===== src/rtl/core/rmic_pkg.sv =====
package rmic_pkg;

    localparam int CFG_BITS = 16;

    typedef logic [1:0] mode_t;

    localparam mode_t MODE_STOP   = 2'd0;
    localparam mode_t MODE_OPEN   = 2'd1;
    localparam mode_t MODE_CLOSE  = 2'd2;
    localparam mode_t MODE_SWITCH = 2'd3;

    localparam logic [1:0] KIND_LIGHT = 2'd0;
    localparam logic [1:0] KIND_MOTOR = 2'd1;

    localparam logic [2:0] DEV_LIGHT_ONE  = 3'd0;
    localparam logic [2:0] DEV_LIGHT_ALL  = 3'd1;
    localparam logic [2:0] DEV_CURTAIN    = 3'd2;
    localparam logic [2:0] DEV_SCREEN     = 3'd3;

    localparam logic [2:0] ACT_OFF   = 3'd0;
    localparam logic [2:0] ACT_ON    = 3'd1;
    localparam logic [2:0] ACT_OPEN  = 3'd2;
    localparam logic [2:0] ACT_CLOSE = 3'd3;
    localparam logic [2:0] ACT_STOP  = 3'd4;

    localparam logic [1:0] REG_DEAD_TIME   = 2'd0;
    localparam logic [1:0] REG_RUN_LIMIT   = 2'd1;
    localparam logic [1:0] REG_ACTIVE_LOW  = 2'd2;

    localparam logic [CFG_BITS-1:0] DEAD_TIME_RESET = 16'd150;
    localparam logic [CFG_BITS-1:0] RUN_LIMIT_RESET = 16'd25000;

    typedef struct packed {
        logic                step;
        logic                tick;
        logic                hit;
        logic                go_close;
        logic                go_stop;
    } motor_ctl_t;

endpackage


===== src/rtl/core/rmic_motor.sv =====
module rmic_motor
    import rmic_pkg::*;
#(
    parameter int TIMER_BITS = 16
)
(
    input  logic                clk,
    input  logic                rst_n,
    input  motor_ctl_t          ctl,
    input  logic [CFG_BITS-1:0] dead_time,
    input  logic [CFG_BITS-1:0] run_limit,
    output mode_t               mode_next
);

    localparam int CMP_BITS = (TIMER_BITS > CFG_BITS) ? TIMER_BITS : CFG_BITS;
    localparam logic [TIMER_BITS-1:0] TIMER_MAX = {TIMER_BITS{1'b1}};

    mode_t                  mode_reg;
    logic                   pending_reg;
    logic                   pending_next;
    logic [TIMER_BITS-1:0]  timer_reg;
    logic [TIMER_BITS-1:0]  timer_next;
    logic [TIMER_BITS-1:0]  timer_inc;
    logic [CMP_BITS-1:0]    timer_cmp;
    logic [CMP_BITS-1:0]    dead_cmp;
    logic [CMP_BITS-1:0]    run_cmp;
    mode_t                  run_dir;

    assign timer_inc = (timer_reg != TIMER_MAX) ? timer_reg + 1'b1 : timer_reg;
    assign timer_cmp = CMP_BITS'(timer_inc);
    assign dead_cmp  = CMP_BITS'(dead_time);
    assign run_cmp   = CMP_BITS'(run_limit);

    always_comb
    begin
        mode_next    = mode_reg;
        pending_next = pending_reg;
        timer_next   = timer_reg;
        run_dir      = pending_reg ? MODE_CLOSE : MODE_OPEN;
        if (ctl.hit)
        begin
            timer_next = '0;
            if (ctl.go_stop)
            begin
                mode_next = MODE_STOP;
            end
            else
            begin
                pending_next = ctl.go_close;
                if (dead_time == '0)
                begin
                    mode_next = ctl.go_close ? MODE_CLOSE : MODE_OPEN;
                end
                else
                begin
                    mode_next = MODE_SWITCH;
                end
            end
        end
        else if (ctl.tick && (mode_reg != MODE_STOP))
        begin
            timer_next = timer_inc;
            if (mode_reg == MODE_SWITCH)
            begin
                if (timer_cmp >= dead_cmp)
                begin
                    mode_next  = run_dir;
                    timer_next = '0;
                end
            end
            else if (timer_cmp >= run_cmp)
            begin
                mode_next  = MODE_STOP;
                timer_next = '0;
            end
        end
    end

    always_ff @(posedge clk or negedge rst_n)
    begin
        if (!rst_n)
        begin
            mode_reg    <= MODE_STOP;
            pending_reg <= 1'b0;
            timer_reg   <= '0;
        end
        else if (ctl.step)
        begin
            mode_reg    <= mode_next;
            pending_reg <= pending_next;
            timer_reg   <= timer_next;
        end
    end

endmodule


===== src/rtl/core/relay_motor_interlock_controller_unit.sv =====
// Throughput: one beat per cycle unless result_stall holds the result;
// input register, then the light and two motor updates in one pass into
// the result register.
// Reset (rst_n, async, active low): registers back to 150 / 25000 / active
// high, light off, both motors stopped with cleared timers, pipeline empty.
module relay_motor_interlock_controller_unit
    import rmic_pkg::*;
#(
    parameter int TIMER_BITS = 16
)
(
    input  logic                clk,
    input  logic                rst_n,
    input  logic                cfg_we,
    input  logic [1:0]          cfg_index,
    input  logic [CFG_BITS-1:0] cfg_data,
    input  logic                item_valid,
    output logic                item_stall,
    input  logic                cmd,
    input  logic [1:0]          kind,
    input  logic [2:0]          device,
    input  logic [2:0]          action,
    output logic                result_valid,
    input  logic                result_stall,
    output logic                status,
    output logic                light_out,
    output logic                curtain_open_out,
    output logic                curtain_close_out,
    output logic                screen_up_out,
    output logic                screen_down_out,
    output logic                light_is_on,
    output logic [1:0]          curtain_status,
    output logic [1:0]          screen_status
);

    logic [CFG_BITS-1:0] dead_time_reg;
    logic [CFG_BITS-1:0] run_limit_reg;
    logic                active_low_reg;

    logic                s1_valid_reg;
    logic                s1_cmd_reg;
    logic [1:0]          s1_kind_reg;
    logic [2:0]          s1_device_reg;
    logic [2:0]          s1_action_reg;

    logic                light_on_reg;
    logic                light_on_next;
    logic                out_valid_reg;
    logic                advance;
    logic                item_take;
    logic                light_ok;
    logic                motor_ok;
    logic                status_next;
    motor_ctl_t          curtain_ctl;
    motor_ctl_t          screen_ctl;
    mode_t               curtain_mode;
    mode_t               screen_mode;

    logic                status_reg;
    logic                light_out_reg;
    logic                curtain_open_reg;
    logic                curtain_close_reg;
    logic                screen_up_reg;
    logic                screen_down_reg;
    logic                light_is_on_reg;
    logic [1:0]          curtain_status_reg;
    logic [1:0]          screen_status_reg;

    always_ff @(posedge clk or negedge rst_n)
    begin
        if (!rst_n)
        begin
            dead_time_reg  <= DEAD_TIME_RESET;
            run_limit_reg  <= RUN_LIMIT_RESET;
            active_low_reg <= 1'b0;
        end
        else if (cfg_we)
        begin
            unique case (cfg_index)
                REG_DEAD_TIME:  dead_time_reg  <= cfg_data;
                REG_RUN_LIMIT:  run_limit_reg  <= cfg_data;
                REG_ACTIVE_LOW: active_low_reg <= cfg_data[0];
                default: ;
            endcase
        end
    end

    assign advance    = s1_valid_reg && (!out_valid_reg || !result_stall);
    assign item_stall = s1_valid_reg && out_valid_reg && result_stall;
    assign item_take  = item_valid && !item_stall;

    always_ff @(posedge clk or negedge rst_n)
    begin
        if (!rst_n)
        begin
            s1_valid_reg <= 1'b0;
        end
        else if (item_take)
        begin
            s1_valid_reg <= 1'b1;
        end
        else if (advance)
        begin
            s1_valid_reg <= 1'b0;
        end
    end

    always_ff @(posedge clk)
    begin
        if (item_take)
        begin
            s1_cmd_reg    <= cmd;
            s1_kind_reg   <= kind;
            s1_device_reg <= device;
            s1_action_reg <= action;
        end
    end

    assign light_ok = (s1_kind_reg == KIND_LIGHT)
                   && ((s1_device_reg == DEV_LIGHT_ONE) || (s1_device_reg == DEV_LIGHT_ALL))
                   && ((s1_action_reg == ACT_OFF) || (s1_action_reg == ACT_ON));
    assign motor_ok = (s1_kind_reg == KIND_MOTOR)
                   && ((s1_device_reg == DEV_CURTAIN) || (s1_device_reg == DEV_SCREEN))
                   && ((s1_action_reg == ACT_OPEN) || (s1_action_reg == ACT_CLOSE)
                       || (s1_action_reg == ACT_STOP));

    assign status_next   = s1_cmd_reg && !light_ok && !motor_ok;
    assign light_on_next = (s1_cmd_reg && light_ok) ? (s1_action_reg == ACT_ON) : light_on_reg;

    always_comb
    begin
        curtain_ctl.step     = advance;
        curtain_ctl.tick     = !s1_cmd_reg;
        curtain_ctl.hit      = s1_cmd_reg && motor_ok && (s1_device_reg == DEV_CURTAIN);
        curtain_ctl.go_close = (s1_action_reg == ACT_CLOSE);
        curtain_ctl.go_stop  = (s1_action_reg == ACT_STOP);
        screen_ctl           = curtain_ctl;
        screen_ctl.hit       = s1_cmd_reg && motor_ok && (s1_device_reg == DEV_SCREEN);
    end

    rmic_motor #(
        .TIMER_BITS (TIMER_BITS)
    ) u_curtain (
        .clk        (clk),
        .rst_n      (rst_n),
        .ctl        (curtain_ctl),
        .dead_time  (dead_time_reg),
        .run_limit  (run_limit_reg),
        .mode_next  (curtain_mode)
    );

    rmic_motor #(
        .TIMER_BITS (TIMER_BITS)
    ) u_screen (
        .clk        (clk),
        .rst_n      (rst_n),
        .ctl        (screen_ctl),
        .dead_time  (dead_time_reg),
        .run_limit  (run_limit_reg),
        .mode_next  (screen_mode)
    );

    always_ff @(posedge clk or negedge rst_n)
    begin
        if (!rst_n)
        begin
            light_on_reg  <= 1'b0;
            out_valid_reg <= 1'b0;
        end
        else
        begin
            if (advance)
            begin
                light_on_reg <= light_on_next;
            end
            if (advance)
            begin
                out_valid_reg <= 1'b1;
            end
            else if (!result_stall)
            begin
                out_valid_reg <= 1'b0;
            end
        end
    end

    always_ff @(posedge clk)
    begin
        if (advance)
        begin
            status_reg         <= status_next;
            light_out_reg      <= light_on_next ^ active_low_reg;
            curtain_open_reg   <= (curtain_mode == MODE_OPEN) ^ active_low_reg;
            curtain_close_reg  <= (curtain_mode == MODE_CLOSE) ^ active_low_reg;
            screen_up_reg      <= (screen_mode == MODE_OPEN) ^ active_low_reg;
            screen_down_reg    <= (screen_mode == MODE_CLOSE) ^ active_low_reg;
            light_is_on_reg    <= light_on_next;
            curtain_status_reg <= (curtain_mode == MODE_SWITCH) ? MODE_STOP : curtain_mode;
            screen_status_reg  <= (screen_mode == MODE_SWITCH) ? MODE_STOP : screen_mode;
        end
    end

    assign result_valid      = out_valid_reg;
    assign status            = status_reg;
    assign light_out         = light_out_reg;
    assign curtain_open_out  = curtain_open_reg;
    assign curtain_close_out = curtain_close_reg;
    assign screen_up_out     = screen_up_reg;
    assign screen_down_out   = screen_down_reg;
    assign light_is_on       = light_is_on_reg;
    assign curtain_status    = curtain_status_reg;
    assign screen_status     = screen_status_reg;

`ifndef SYNTH
    a_advance_fills: assert property (@(posedge clk) disable iff (!rst_n)
        advance |=> result_valid)
        else $error("beat left stage 1 but no result followed");

    a_stall_needs_item: assert property (@(posedge clk) disable iff (!rst_n)
        item_stall |-> (s1_valid_reg && out_valid_reg))
        else $error("input stalled with free pipeline");

    a_tick_keeps_light: assert property (@(posedge clk) disable iff (!rst_n)
        (advance && !s1_cmd_reg) |=> (light_on_reg == $past(light_on_reg)))
        else $error("tick changed the light");

    a_result_held: assert property (@(posedge clk) disable iff (!rst_n)
        (result_valid && result_stall) |=> result_valid)
        else $error("stalled result dropped");
`endif

endmodule


===== config.mk =====
export PLATFORM = sky130hd
export DESIGN_NAME = relay_motor_interlock_controller_unit
export DESIGN_NICKNAME = d
export VERILOG_FILES = /design/src/rtl/core/rmic_pkg.sv /design/src/rtl/core/rmic_motor.sv /design/src/rtl/core/relay_motor_interlock_controller_unit.sv
export SDC_FILE = /design/constraint.sdc
export NUM_CORES = 1
export LEC_CHECK = 0
export BUFFER_PORTS_ARGS = -buffer_cell sky130_fd_sc_hd__buf_2
export CORE_ASPECT_RATIO = 1.75
export CORE_MARGIN = 2
export CORE_UTILIZATION = 50
export CTS_CLUSTER_SIZE = 20
export DETAILED_ROUTE_END_ITERATION = 6
export HOLD_SLACK_MARGIN = 0.02
export PLACE_DENSITY = 0.68
export SYNTH_ARGS = -nofsm -noshare
export SYNTH_HDL_FRONTEND = slang
export SYNTH_SLANG_ARGS = --single-unit

===== constraint.sdc =====
create_clock -name clk -period 4.9 [get_ports clk]
set_input_delay 1.225 -clock clk [delete_from_list [all_inputs] [get_ports clk]]
set_output_delay 1.225 -clock clk [all_outputs]
set_load 0.1 [all_outputs]

==> results.cfg <==
[outcome]
status = complete, no violations

[setup_path]
critical_path_class = reg -> reg
path_buf_inv = 1
path_delay_family = simple AND/OR/NAND/NOR gates
crit_chain = ha_1, nand3_1, nor4_1, buf_4, nand4_1, or2_2, nand2b_1, nor2_1, or2_2, ha_1, a41o_1, a21oi_1, o31ai_1, a41oi_2, nor3_1, o32ai_1, and2_1, xor2_1
arrival_ns = 4.56
slowest_stage = dfrtp_1
startpoint = u_curtain.timer_reg[0]
path_max_fanout = 8
critPathRequiredTime_ns = 4.99
max_stage_delay_ns = 0.45
ff2ff_setup_slack_ns = 0.44
critPathCaptureType = flop
start_kind = flop
r2r-start = u_curtain.timer_reg[0]

[drt]
route.detailed.drc = 0
postRouteAntennaNets = 0
via_per_inst = 6.01
detail_route.first_pass.iterations = 6
wl_per_cell_um = 19.0
vias = 4973
drt_iter0_markers = 203
wl_um = 15700

[flow_run]
maxCapViolations = 0

[placement]
io_buffers = 44
dpl.hpwl_um = 12000
place_area_um2 = 6500
gp_congestion = 0.907

[die]
core_um2 = 11900
io_pins = 45
dieWidth_um = 86.9
rows = 53
fp.dieH_um = 149
dieArea_um2 = 12900
initial_core_util_pct = 50.6

[hold_path]
hp-class = reg -> reg
hold_start = u_screen.timer_reg[9]

[cts]
htree_num_levels = 3
clock_sinks = 94
ctsRootBufferMaster = clkbuf_16
cts_tree = yes
holdBufCountCts = 0
clk_path_buf_depth = 2
clock_latency_ns = 0.35
numCtsBuffers = 9
clkTransAtPathRegs_ns = 0.07

[pwr]
seqPwrFrac_pct = 37.9
switching_power_uw = 948
vdd_ir_drop_max_uv = 203
power.density_nw_per_um2 = 399
p_int_mw = 1.79
power_mw = 2.74
swShare_pct = 34.6
p_comb_share_pct = 30.3
p_leak_nw = 3.23
clkPwrFrac_pct = 31.7

[timing]
finalHoldViolations = 0
tns_ns = 0
relSlewSlack_pct = 34.4
finalSetupViolCount = 0
min_period_ns = 4.46
whs_ns = 0.490
max_freq_mhz = 224
report.final.slew_viol_count = 0
period_share_pct = 91.1
finClkSkew_ns = 0.00550
worst_slew_pin_slew_ns = 0.982
grt_setup_unrepaired = no

[synth]
yosysUniqueCellTypes = 57
synth-edff-count = 20
synth-async-reset-ratio_pct = 78.7
synth_area_per_cell_um2 = 9.58
syn-num-nets = 725
ys.flop_type = dfrtp_1
synthCells = 627
synth_seq_area_share_pct = 41.0
ys_ff_latch = 94
synth_area_um2 = 6010
synth_warnings = 0

[layout]
areaGrowthSynthToFinish_pct = 14.4
diodes = 0
fin_nets = 783
fin_util_pct = 57.9
final_cell_area_um2 = 6870
layout-drive-gt1-share_pct = 17.7

[grt]
grt_start_max_net_pins = 75
gr-total-overflow = 0
grt_usage_pct = 25.6
grt_pass1_vias = 5261
grt_pass1_wl_um = 25700
antenna_found_initial = 0
[synth_stat cells, types with 10 or more instances]
master	count	area (µm²)
a22o_1	17	149
nand2_1	80	300
inv_1	41	154
dfstp_2	10	263
clkbuf_1	13	48.8
edfxtp_1	20	601
a21oi_1	30	150
and4_1	10	87.6
nand3_1	20	100
nor2_1	42	158
nand4_1	14	87.6
mux2_2	21	236
xnor2_1	15	131
ha_1	66	826
o21ai_0	49	245
dfrtp_1	64	1600
[power groups by stage]
stage / combinational [mW] / clock [mW] / sequential (mW)
after floorplan: 0.477 / 0 / 1.16
after global placement: 0.801 / 0 / 1.04
after detailed placement: 0.823 / 0 / 1.05
after CTS: 0.831 / 0.882 / 1.04
after global routing: 0.933 / 0.908 / 1.05
final: 0.831 / 0.869 / 1.04
[logic make-up (layout without fill, tap and decap cells)]
family / Yosys count / count (layout) / share of synthesized area, %
xor gates and xnor gates: 24 / 24 / 3.62
and+or+nand+nor: 217 / 217 / 17.7
DFF: 94 / 94 / 41.0
AOI/OAI and AO/OA: 147 / 147 / 16.1
adders and majority gates: 66 / 66 / 13.7
muxes: 23 / 23 / 4.27
buffers and inverters: 56 / 119 / 3.54
[area by class of cell]
type / instances / area, µm²
Sequential cell: 94 / 2460
Fill cell: 1018 / 5000
Clock inverter: 7 / 143
Timing Repair Buffer: 62 / 370
Clock buffer: 9 / 225
Tap cell: 137 / 171
Inverter: 41 / 154
Multi-Input combinational cell: 477 / 3340
[worst paths after layout]
| check | endpoint | depth (start not counted) |
|---|---|---|
| max | curtain_close_out | 18 |
| max in group asynchronous | u_curtain.timer_reg[12] | 1 |
| max reg2reg | curtain_close_out | 18 |
| min reg2reg | u_screen.timer_reg[9] | 1 |
| min in group asynchronous | active_low_reg | 1 |
| min | u_screen.timer_reg[9] | 1 |
[metrics by stage]
step                      setup slack (ns)  cells
after floorplan                      0.771    627
after global placement               0.565    811
after detailed placement             0.421    811
after CTS                            0.367    827
after global routing                0.0580    827
final                                0.437    827
[metal layers]
metal / global-route usage, % / vias to the layer above / wire length, µm
met4: 12.9 / 0 / 722
met2: 47.1 / 115 / 8510
met1: 27.3 / 2416 / 6020
met5: 0 / - / 0
li1: - / 2400 / -
met3: 4.15 / 42 / 472
[cells in the final DEF (no fill, tap or decap), drive strengths merged, types with 4 or more instances in the layout]
cell | synthesis | final
edfxtp | 20 | 20
buf | 2 | 62
and2 | 4 | 4
a22o | 17 | 17
o31ai | 7 | 7
xnor2 | 15 | 15
a2111oi | 5 | 5
inv | 41 | 43
nand4 | 14 | 14
and3 | 5 | 5
nor4 | 6 | 6
nand3 | 20 | 20
nand2b | 9 | 9
xor2 | 9 | 9
nor3 | 8 | 8
or3 | 6 | 6
a21oi | 30 | 30
mux2 | 21 | 21
nor2 | 43 | 43
dfrtp | 64 | 64
bufinv | 0 | 4
o21ai | 50 | 50
nand2 | 80 | 80
a31oi | 4 | 4
clkbuf | 13 | 9
ha | 66 | 66
o21a | 6 | 6
a21o | 7 | 7
and4 | 10 | 10
dfstp | 10 | 10
[worst register-to-register path, stage by stage, from the launching register on]
cell and delay, ns:
dfrtp_1 0.45, ha_1 0.21, nand3_1 0.15, nor4_1 0.22
buf_4 0.17, nand4_1 0.14, or2_2 0.41, nand2b_1 0.19
nor2_1 0.07, or2_2 0.30, ha_1 0.30, a41o_1 0.23
a21oi_1 0.14, o31ai_1 0.12, a41oi_2 0.34, nor3_1 0.08
o32ai_1 0.42, and2_1 0.22, xor2_1 0.07
[what timing repair did]
item	CTS	global route
endpoints found under the setup margin	0	2
resized for setup	0	1
buffers inserted	0	0
endpoints found under the hold margin	0	0
Note: power is estimated with default switching activity, not from simulation.
